**src/design/sirc_pkg.sv**
```systemverilog
package sirc_pkg;

  // Built defaults for the top-level parameters
  localparam int MaxSideDefault   = 8;
  localparam int PixelBitsDefault = 8;

  // Fixed field widths
  localparam int SideBits     = 4;
  localparam int PixelOutBits = 8;
  localparam int PixelInBits  = 8;

  // Side length after reset
  localparam logic [SideBits-1:0] SideReset = 4'd8;

  // Address bits for a store of the given depth, never below one
  function automatic int addr_bits(input int depth);
    addr_bits = (depth > 1) ? $clog2(depth) : 1;
  endfunction

endpackage

```
**src/design/sirc_ram.sv**
```systemverilog
module sirc_ram #(
  parameter int WIDTH = 8,
  parameter int DEPTH = 64,
  localparam int AW   = sirc_pkg::addr_bits(DEPTH)
) (
  input  logic             clk_i,
  input  logic             we_i,
  input  logic [AW-1:0]    waddr_i,
  input  logic [WIDTH-1:0] wdata_i,
  input  logic             re_i,
  input  logic [AW-1:0]    raddr_i,
  output logic [WIDTH-1:0] rdata_o
);

  logic [WIDTH-1:0] mem_q [DEPTH];
  logic [WIDTH-1:0] rdata_q;

  // One write port, one registered read port
  always_ff @(posedge clk_i) begin
    if (we_i) begin
      mem_q[waddr_i] <= wdata_i;
    end
    if (re_i) begin
      rdata_q <= mem_q[raddr_i];
    end
  end

  assign rdata_o = rdata_q;

endmodule

```
**src/design/square_image_rotate_cw_core.sv**
```systemverilog
// Square frame rotation, 90 degrees clockwise.
//
// Input channel (in_valid_i / in_ready_o, pixel_in_i) takes one frame of n*n
// pixels in row-major order, one item per cycle while loading. Output channel
// (out_valid_o / out_ready_i, pixel_out_o, frame_last_o) returns the rotated
// frame, also row-major, with frame_last_o high on its final item. The config
// channel (cfg_valid_i / cfg_ready_o, cfg_side_length_i) sets n; 0 acts as 1
// and values above MAX_SIDE act as MAX_SIDE. A write restarts frame loading.
//
// Order: once the last input item is taken, the sequencer enters emission and
// the rotated items pass through the store's registered read and the output
// buffer, then leave one item per cycle while the receiver takes them. The
// frame store has one write and one read port; loading and emitting alternate
// over it, and no input is taken during emission.
// A stalling receiver holds the read sequencer through a two-entry output
// buffer; nothing is dropped.
// Reset clears the counters and state and sets the side to 8. The store
// content is undefined after reset; no clearing pass is made.
module square_image_rotate_cw_core #(
  parameter int MAX_SIDE   = sirc_pkg::MaxSideDefault,
  parameter int PIXEL_BITS = sirc_pkg::PixelBitsDefault
) (
  input  logic                                clk_i,
  input  logic                                rst_ni,
  input  logic                                cfg_valid_i,
  output logic                                cfg_ready_o,
  input  logic [sirc_pkg::SideBits-1:0]       cfg_side_length_i,
  input  logic                                in_valid_i,
  output logic                                in_ready_o,
  input  logic [sirc_pkg::PixelInBits-1:0]    pixel_in_i,
  output logic                                out_valid_o,
  input  logic                                out_ready_i,
  output logic [sirc_pkg::PixelOutBits-1:0]   pixel_out_o,
  output logic                                frame_last_o
);

  localparam int Depth = MAX_SIDE * MAX_SIDE;
  localparam int AddrW = sirc_pkg::addr_bits(Depth);
  localparam int CntW  = sirc_pkg::addr_bits(MAX_SIDE);
  localparam int SideW = sirc_pkg::SideBits;

  typedef enum logic [1:0] {
    ST_LOAD = 2'b01,
    ST_EMIT = 2'b10
  } state_e;

  state_e            state_q, state_d;
  logic [SideW-1:0]  side_q, side_d;
  logic [CntW-1:0]   ld_row_q, ld_row_d, ld_col_q, ld_col_d;
  logic [CntW-1:0]   em_row_q, em_row_d, em_col_q, em_col_d;
  logic              rd_valid_q, rd_last_q;

  logic [SideW-1:0]  side_eff;
  logic [CntW-1:0]   nm1;
  logic              in_acc, cfg_acc, ld_end, em_end, issue;
  logic [AddrW-1:0]  waddr, raddr;
  logic [PIXEL_BITS-1:0] rdata;

  logic [sirc_pkg::PixelOutBits-1:0] buf_pix_q [2];
  logic              buf_last_q [2];
  logic              wr_ptr_q, rd_ptr_q;
  logic [1:0]        occ_q, occ_d;
  logic              pop;
  logic [2:0]        load_lvl;

  // Effective side and last row/column index
  always_comb begin
    side_eff = side_q;
    if (side_q == '0) begin
      side_eff = SideW'(1);
    end else if (side_q > SideW'(MAX_SIDE)) begin
      side_eff = SideW'(MAX_SIDE);
    end
  end
  assign nm1 = CntW'(side_eff - SideW'(1));

  assign cfg_ready_o = 1'b1;
  assign cfg_acc     = cfg_valid_i && cfg_ready_o;
  assign in_ready_o  = (state_q == ST_LOAD);
  assign in_acc      = in_valid_i && in_ready_o;
  assign ld_end      = (ld_row_q == nm1) && (ld_col_q == nm1);
  assign em_end      = (em_row_q == nm1) && (em_col_q == nm1);

  // Output buffer fill level after this cycle's pop, counting the read in flight
  assign pop      = out_valid_o && out_ready_i;
  assign load_lvl = {1'b0, occ_q} + {2'b00, rd_valid_q} - {2'b00, pop};
  assign issue    = (state_q == ST_EMIT) && (load_lvl < 3'd2);

  // Store addressing: row stride is MAX_SIDE; rotated read takes (n-1-c, r)
  assign waddr = AddrW'(ld_row_q) * AddrW'(MAX_SIDE) + AddrW'(ld_col_q);
  assign raddr = AddrW'(CntW'(nm1 - em_col_q)) * AddrW'(MAX_SIDE) + AddrW'(em_row_q);

  // Sequencer for load and emit phases
  always_comb begin
    state_d  = state_q;
    side_d   = side_q;
    ld_row_d = ld_row_q;
    ld_col_d = ld_col_q;
    em_row_d = em_row_q;
    em_col_d = em_col_q;
    unique case (state_q)
      ST_LOAD: begin
        if (in_acc) begin
          if (ld_end) begin
            ld_row_d = '0;
            ld_col_d = '0;
            state_d  = ST_EMIT;
          end else if (ld_col_q == nm1) begin
            ld_col_d = '0;
            ld_row_d = ld_row_q + CntW'(1);
          end else begin
            ld_col_d = ld_col_q + CntW'(1);
          end
        end
      end
      ST_EMIT: begin
        if (issue) begin
          if (em_end) begin
            em_row_d = '0;
            em_col_d = '0;
            state_d  = ST_LOAD;
          end else if (em_col_q == nm1) begin
            em_col_d = '0;
            em_row_d = em_row_q + CntW'(1);
          end else begin
            em_col_d = em_col_q + CntW'(1);
          end
        end
      end
      default: begin
        state_d = ST_LOAD;
      end
    endcase
    // A side write abandons a partly loaded frame
    if (cfg_acc) begin
      side_d   = cfg_side_length_i;
      ld_row_d = '0;
      ld_col_d = '0;
    end
  end

  always_ff @(posedge clk_i or negedge rst_ni) begin
    if (!rst_ni) begin
      state_q    <= ST_LOAD;
      side_q     <= sirc_pkg::SideReset;
      ld_row_q   <= '0;
      ld_col_q   <= '0;
      em_row_q   <= '0;
      em_col_q   <= '0;
      rd_valid_q <= 1'b0;
      rd_last_q  <= 1'b0;
    end else begin
      state_q    <= state_d;
      side_q     <= side_d;
      ld_row_q   <= ld_row_d;
      ld_col_q   <= ld_col_d;
      em_row_q   <= em_row_d;
      em_col_q   <= em_col_d;
      rd_valid_q <= issue;
      rd_last_q  <= issue && em_end;
    end
  end

  // Frame store
  sirc_ram #(
    .WIDTH(PIXEL_BITS),
    .DEPTH(Depth)
  ) u_store (
    .clk_i  (clk_i),
    .we_i   (in_acc),
    .waddr_i(waddr),
    .wdata_i(PIXEL_BITS'(pixel_in_i)),
    .re_i   (issue),
    .raddr_i(raddr),
    .rdata_o(rdata)
  );

  // Two-entry output buffer, filled by returning reads
  always_comb begin
    occ_d = occ_q;
    if (rd_valid_q && !pop) begin
      occ_d = occ_q + 2'd1;
    end else if (!rd_valid_q && pop) begin
      occ_d = occ_q - 2'd1;
    end
  end

  always_ff @(posedge clk_i or negedge rst_ni) begin
    if (!rst_ni) begin
      wr_ptr_q <= 1'b0;
      rd_ptr_q <= 1'b0;
      occ_q    <= '0;
    end else begin
      occ_q <= occ_d;
      if (rd_valid_q) begin
        wr_ptr_q <= ~wr_ptr_q;
      end
      if (pop) begin
        rd_ptr_q <= ~rd_ptr_q;
      end
    end
  end

  always_ff @(posedge clk_i) begin
    if (rd_valid_q) begin
      buf_pix_q[wr_ptr_q]  <= sirc_pkg::PixelOutBits'(rdata);
      buf_last_q[wr_ptr_q] <= rd_last_q;
    end
  end

  assign out_valid_o  = (occ_q != 2'd0);
  assign pixel_out_o  = buf_pix_q[rd_ptr_q];
  assign frame_last_o = buf_last_q[rd_ptr_q];

  // Checks
  a_buf_room: assert property (@(posedge clk_i) disable iff (!rst_ni)
    rd_valid_q |-> (occ_q != 2'd2) || pop)
    else $error("read data returned into a full output buffer");

  a_load_to_emit: assert property (@(posedge clk_i) disable iff (!rst_ni)
    (in_acc && ld_end && !cfg_acc) |=> (state_q == ST_EMIT) && !in_ready_o)
    else $error("completed frame did not start emission");

  a_emit_to_load: assert property (@(posedge clk_i) disable iff (!rst_ni)
    (issue && em_end) |=> (state_q == ST_LOAD) && rd_last_q)
    else $error("final read did not end emission");

  a_emit_bounds: assert property (@(posedge clk_i) disable iff (!rst_ni)
    (state_q == ST_EMIT) |-> (em_row_q <= nm1) && (em_col_q <= nm1))
    else $error("emit counters beyond frame side");

endmodule
```
**config.mk**
```make
export PLATFORM = sky130hd
export DESIGN_NAME = square_image_rotate_cw_core
export DESIGN_NICKNAME = d
export VERILOG_FILES = /design/src/design/sirc_pkg.sv /design/src/design/sirc_ram.sv /design/src/design/square_image_rotate_cw_core.sv
export SDC_FILE = /design/constraint.sdc
export NUM_CORES = 1
export LEC_CHECK = 0
export ABC_CLOCK_PERIOD_IN_PS = 3800
export BUFFER_PORTS_ARGS = -buffer_cell sky130_fd_sc_hd__buf_2
export CAP_MARGIN = 10
export CORE_UTILIZATION = 40
export DETAILED_ROUTE_END_ITERATION = 10
export PLACE_DENSITY = 0.61
export SYNTH_ARGS = -nofsm -noshare
export SYNTH_HDL_FRONTEND = slang
export SYNTH_SLANG_ARGS = --single-unit
```
**constraint.sdc**
```tcl
create_clock -name clk_i -period 3.8 [get_ports clk_i]
set_input_delay 0.38 -clock clk_i [delete_from_list [all_inputs] [get_ports clk_i]]
set_output_delay 0.38 -clock clk_i [all_outputs]
set_load 0.05 [all_outputs]
```
Yosys cells after proc, flatten, opt, wreduce, memory -nomap -nowiden:

Memory sizes are Yosys's and may differ from the RTL's. A register that Yosys moved wholly into a read port is not among the register bits.
Cells that the tools add are included.
W data, S select, Z words.

* flip-flop bits (word level): 24
* memories: 3
* logic and storage cells: 89
* bits in writable memories: 530
* input bits: 17
* output and inout port bits: 12

* order comparisons: 2
* equal/unequal tests: 10
* add/sub/neg operators: 12
* bitwise operators: 2
* reductions and logical operators: 22
* mux-type cells: 27

Memories
* u_store.mem_q: words 64, width 8, rd ports 1, clocked after Yosys merged registers in 1, write ports 1, RTL line sirc_ram.sv:15 `logic [WIDTH-1:0] mem_q [DEPTH];`
* buf_pix_q: words 2, width 8, rd ports 1, clocked after Yosys merged registers in 0, write ports 1, RTL line square_image_rotate_cw_core.sv:59 `logic [sirc_pkg::PixelOutBits-1:0] buf_pix_q [2];`
* buf_last_q: words 2, width 1, rd ports 1, clocked after Yosys merged registers in 0, write ports 1, RTL line square_image_rotate_cw_core.sv:60 `logic buf_last_q [2];`

Operators by type and width (count)
* $mux W3: 16
* $add A3 B1 Y3 const B: 4
* $add A6 B3 Y6: 2
* $eq A3 B3 Y1: 4
* $mux W2: 6
* $reduce_bool A2 Y1: 5
* $logic_and A1 B1 Y1: 8
* $reduce_and A3 Y1: 2
* $gt A4 B4 Y1 const B: 1
* $logic_not A4 Y1: 1
* $mux W1: 4
* $ne A2 B1 Y1 const B: 2
* $ne A2 B2 Y1 const B: 2
* $pmux W2 S2: 1
* $reduce_and A2 Y1: 2
* $reduce_and A4 Y1: 1
* $add A2 B1 Y3: 1
* $lt A3 B2 Y1 const B: 1
* $reduce_bool A3 Y1: 1
* $sub A3 B1 Y3: 1
* $sub A3 B1 Y3 const B: 1
* $sub A3 B3 Y3: 1
* $add A2 B1 Y2 const B: 1
* $eq A2 B1 Y1 const B: 1
* other kinds (4): 6

Logic depth before layout (Yosys ltp):

* word-level depth: 10
* depth in mapped cells: 11
* mapped depth without buffers: 11

Modules after synthesis:

Synthesis repeated with hierarchy kept, for this count alone.

* cells, all modules: 1111
* area, all modules: 22404.0 sq um

By module, submodules not included
* sirc_ram: seq. area each 15615.0 sq um, area each 20246.9 sq um, cells an instance 940, times used 1
* square_image_rotate_cw_core: seq. area each 1143.6 sq um, area each 2157.1 sq um, cells an instance 171, times used 1

Least setup slack after synthesis:

Ideal clock, no wire load.

* kind: register -> register
* from: register occ_q[1]
* to: register em_row_q[2]
* library setup time: 125 ps
* cell stages (with the launch flop): 12
* period minus slack after synthesis: 3278 ps
* buffers on the path: 0
* path slack: 522 ps
* required time: 3675 ps
* data arrival time: 3154 ps
* cell sequence: dfrtp_1 > or2_2 > nand2_1 > inv_1 > ha_1 > nand2b_1 > fa_1 > inv_1 > nor3_2 > nand4_1 > a21oi_1 > o22ai_1

* cells in the longest elaborated chain, start to end: 6
* elaborated cells between the ends (all ways): 7
* classes of those cells: add/sub: 2; order compare: 1; reduce/logical: 4

RTL lines
* start, declared: RTL line square_image_rotate_cw_core.sv:62 `logic [1:0] occ_q, occ_d;`
* start signal, assigned: RTL line square_image_rotate_cw_core.sv:192 `occ_q <= '0;`
* start signal, assigned: RTL line square_image_rotate_cw_core.sv:194 `occ_q <= occ_d;`
* $reduce_bool A2 Y1: RTL line square_image_rotate_cw_core.sv:211 `assign out_valid_o = (occ_q != 2'd0);`
* via out_valid_o: RTL line square_image_rotate_cw_core.sv:31 `output logic out_valid_o,`
* $logic_and A1 B1 Y1: RTL line square_image_rotate_cw_core.sv:85 `assign pop = out_valid_o && out_ready_i;`
* via pop: RTL line square_image_rotate_cw_core.sv:63 `logic pop;`
* $sub A3 B1 Y3: RTL line square_image_rotate_cw_core.sv:86 `assign load_lvl = {1'b0, occ_q} + {2'b00, rd_valid_q} - {2'b00, pop};`
* $lt A3 B2 Y1: RTL line square_image_rotate_cw_core.sv:87 `assign issue = (state_q == ST_EMIT) && (load_lvl < 3'd2);`
* $logic_and A1 B1 Y1: RTL line square_image_rotate_cw_core.sv:87
* via issue: RTL line square_image_rotate_cw_core.sv:55 `logic in_acc, cfg_acc, ld_end, em_end, issue;`
* $reduce_and A3 Y1 (no line)
* end signal, assigned: RTL line square_image_rotate_cw_core.sv:157 `em_row_q <= em_row_d;`
* end, declared: RTL line square_image_rotate_cw_core.sv:50 `logic [CntW-1:0] em_row_q, em_row_d, em_col_q, em_col_d;`

The timed path passes the listed nets, and every way through them passes these cells.
A chain may end at the register's enable or synchronous reset.

Worst setup path after layout:

* from: register side_q[2]
* to: register u_store.rdata_q[4] (netlist: u_store.rdata_o[4]) (read register of u_store.mem_q) (data pin)

* cells in the longest elaborated chain, start to end: 6
* elaborated cells between the ends (all ways): 7
* classes of those cells: add/sub: 3; order compare: 1; mux: 2; reduce/logical: 1

RTL lines
* start, declared: RTL line square_image_rotate_cw_core.sv:48 `logic [SideW-1:0] side_q, side_d;`
* start signal, assigned: RTL line square_image_rotate_cw_core.sv:145 `side_q <= sirc_pkg::SideReset;`
* start signal, assigned: RTL line square_image_rotate_cw_core.sv:154 `side_q <= side_d;`
* $gt A4 B4 Y1: RTL line square_image_rotate_cw_core.sv:71 `end else if (side_q > SideW'(MAX_SIDE)) begin`
* $mux W3: RTL line square_image_rotate_cw_core.sv:71
* $mux W3 *: RTL line square_image_rotate_cw_core.sv:69 `if (side_q == '0) begin`
* $sub A3 B1 Y3 *: RTL line square_image_rotate_cw_core.sv:75 `assign nm1 = CntW'(side_eff - SideW'(1));`
* $sub A3 B3 Y3 *: RTL line square_image_rotate_cw_core.sv:91 `assign raddr = AddrW'(CntW'(nm1 - em_col_q)) * AddrW'(MAX_SIDE) + AddrW'(em_row_q);`
* $add A6 B3 Y6 *: RTL line square_image_rotate_cw_core.sv:91
* end, declared: RTL line sirc_ram.sv:16 `logic [WIDTH-1:0] rdata_q;`

Mark *: on every way between the ends. The rest lies on a longest branch, timed or not.

==> run_results.csv <==
group,metric,value,unit
status,status,"completed",
setup_path,path_delay_family,"XOR/XNOR gates",
clock_tree,h-tree-depth,2,
min_path,hp-class,"in2reg",
grt,grt_pass1_vias,11019,
timing,tns,0,ns
setup_path,end_kind,"register",
setup_path,cp.required,4.16,ns
place,dp_cells,1861,
grt,overflow,0,
setup_path,r2r_slack,0.50,ns
layout,finish.utilization,0.464,
die,core_area,54300,um2
route,drtIter0Drc,1191,
die,initial_core_util,0.408,
timing,hold_viol_final,0,
clock_tree,clk_pin_slew_worst_paths,0.06,ns
yosys,ys_warn_count,0,
timing,period_share,0.869,
pwr,power,12.8,mW
yosys,synth.avg_cell_area,20.4,um2
setup_path,cp_slowest_cell,"xnor2_2",
clock_tree,clock_sinks,562,
pwr,ir_drop,0.340,mV
place,post_dp_cell_area,23500,um2
grt,antenna_found_initial,0,
yosys,yosysUniqueCellTypes,57,
die,die_h,237,um
yosys,ys_seq_elements,562,
setup_path,cp-endpoint,"u_store.rdata_o[4]",
timing,worstMarginPinSlew,1.16,ns
timing,finalCriticalPeriod,3.30,ns
setup_path,worst-path-buf-inv,1,
timing,setup_viol,0,
die,rows,85,
pwr,power_density,508,nW/um2
route,firstDrtPassIters,6,
clock_tree,cts_hold_buffers,5,
setup_path,reg2reg_depth,8,
clock_tree,post_cts_buffers,0,
yosys,netlist_area,22200,um2
setup_path,critical_path.startpoint_type,"register",
setup_path,crit_fanout,16,
die,die_w,237,um
yosys,synthTopCellsByArea,"edfxtp_1 73%, mux4_2 13%, dfrtp_1 2.5%",
pwr,p_leak,7.98,nW
setup_path,critical_path.startpoint,"side_q[2]",
timing,whs,0.102,ns
clock_tree,clk_path_buf_depth,3,
place,port_buffers,27,
clock_tree,cts_root_buffer,"clkbuf_16",
yosys,yosysTopAreaCell,"edfxtp_1",
place,gp_congestion,0.785,
route,wirelength,50000,um
clock_tree,cts_resized,0,
yosys,synthCells,1085,
setup_path,rr_startpoint,"side_q[2]",
setup_path,worstSetupPathType,"reg2reg",
yosys,synth_edf_count,538,
timing,fin_ws,0.496,ns
job,maxCapViolations,0,
setup_path,critPathMaxStageDelay,0.94,ns
layout,area_delta_synth_final,13.8,%
layout,layout.nets,1214,
layout,antenna_cells,0,
grt,track_usage,0.180,
place,dp_hpwl,30200,um
yosys,ys_seq_area_frac,0.756,
setup_path,cp_num_cells,8,
timing,rsz0062_at_grt,"no",
clock_tree,clk_latency,0.62,ns
route,routed_via_density,5.57,
route,route.detailed.drc,0,
layout,drive_gt1_frac,0.269,
route,antenna_left,0,
grt,grt_pass1_wl,73600,um
yosys,async_flop_share,0.0427,
yosys,syn_nets,1113,
clock_tree,cts_tree,"done",
layout,finalInstanceArea,25200,um2
setup_path,path_cells,"o21ba_2 > nor2_1 > inv_1 > ha_1 > fa_1 > xnor2_2 > a211o_1 > nand4_1",
layout,layout.cells.non_filler,1968,
clock_tree,numCtsBuffers,56,
place,pre_cts_ws,0.350,ns
route,routedWlPerCell,25.4,um
layout,fillers,4509,
setup_path,r2r-end,"u_store.rdata_o[4]",
yosys,synth_flop_cell,"edfxtp_1",
timing,slew_violations,0,
grt,grt_max_degree,67,
timing,clock.fmax,303,MHz
route,vias,10968,
die,ios,29,
yosys,yosysTopAreaCellShare,0.729,
timing,fin_worst_skew,0.0291,ns
die,die_area,56400,um2
setup_path,cp.arrival,3.66,ns
timing,max_slew_margin,0.222,
[worst reg2reg max path, delay by kind of cell (launching register included)]
family,cells,cell delay [ns]
flip-flops,1,0.39
AO/OA/AOI/OAI,2,0.55
buffers and inverters,1,0.06
AND/OR/NAND/NOR,2,0.24
adder cells (fa/ha/maj),2,0.87
XOR/XNOR,1,0.94
[where the power goes]
group	leakage, nW	internal, mW	switching, mW
combinational	2.02	0.259	0.558
sequential	5.14	6.84	0.0575
clock	0.828	2.84	2.25
[area by class of cell]
type                            instances  area, um2  area share
Multi-Input combinational cell        451       5030       0.199
Inverter                               10       37.5     0.00149
Timing Repair Buffer                  105        803      0.0318
Clock inverter                         29        170     0.00674
Sequential cell                       562      16800       0.664
Clock buffer                           72       1500      0.0596
Tap cell                              739        925      0.0366
[cells in the mapped netlist, types with 4 or more instances]
master and n:
nand2_1 33, nand4_1 10, o21ai_0 4, clkbuf_1 26, nor2b_1 8, inv_1 10, a22oi_1 63, nor2_1 75
a21oi_1 5, xor2_1 7, buf_6 10, buf_4 6, mux2_2 13, mux4_2 128, edfxtp_1 538, nand3_1 25
nand2b_1 4, ha_1 9, a211o_1 15, dfrtp_1 22, buf_2 17
[state kept, by name (all words and copies together) (netlist names)]
name             count
u_store.mem_q      512
buf_pix_q           16
u_store.rdata_o      8
side_q               4
em_col_q             3
em_row_q             3
ld_col_q             3
ld_row_q             3
buf_last_q           2
occ_q                2
state_q              2
rd_last_q            1
rd_ptr_q             1
rd_valid_q           1
wr_ptr_q             1
[routing by layer]
layer	wire length [um]	GRT usage
met1	22500	0.267
met2	22900	0.272
met3	3390	0.0296
met4	1200	0.0561
met5	0	0
[cells in the final DEF (no fill, tap or decap), types with 4 or more instances in the layout]
cell type	n
o21ai_0	4
edfxtp_1	538
clkinv_2	15
nor2_1	75
a22oi_1	63
clkinv_1	11
clkbuf_16	58
dlygate4sd3_1	5
nand2b_1	4
a21oi_1	5
inv_1	10
buf_2	27
clkbuf_1	14
buf_4	68
mux4_2	128
nand4_1	10
buf_12	4
a211o_1	15
nand3_1	25
mux2_2	13
nor2b_1	8
xor2_1	7
dfrtp_1	19
nand2_1	33
ha_1	9
[how the worst min path moves through the flow]
stage,startpoint,end,cells past startpoint
2_1_floorplan,rst_ni,em_col_q[0],0
3_3_place_gp,rst_ni,side_q[0],1
3_5_place_dp,rst_ni,side_q[0],1
4_1_cts,out_ready_i,rd_ptr_q,3
5_1_grt,out_ready_i,rd_ptr_q,3
6_report,out_ready_i,rd_ptr_q,3
[logic make-up (layout without fill, tap and decap cells)]
family	count (synthesis)	after routing	share of synthesized area
mux	143	143	0.138
other cells	1	1	0.000169
flops	562	562	0.756
fa+ha+maj	11	11	0.00688
compound gates	103	103	0.0350
xor+xnor	15	15	0.00914
simple gates	178	178	0.0380
buf+inv	72	216	0.0175
(Power assumes the default switching activity.)
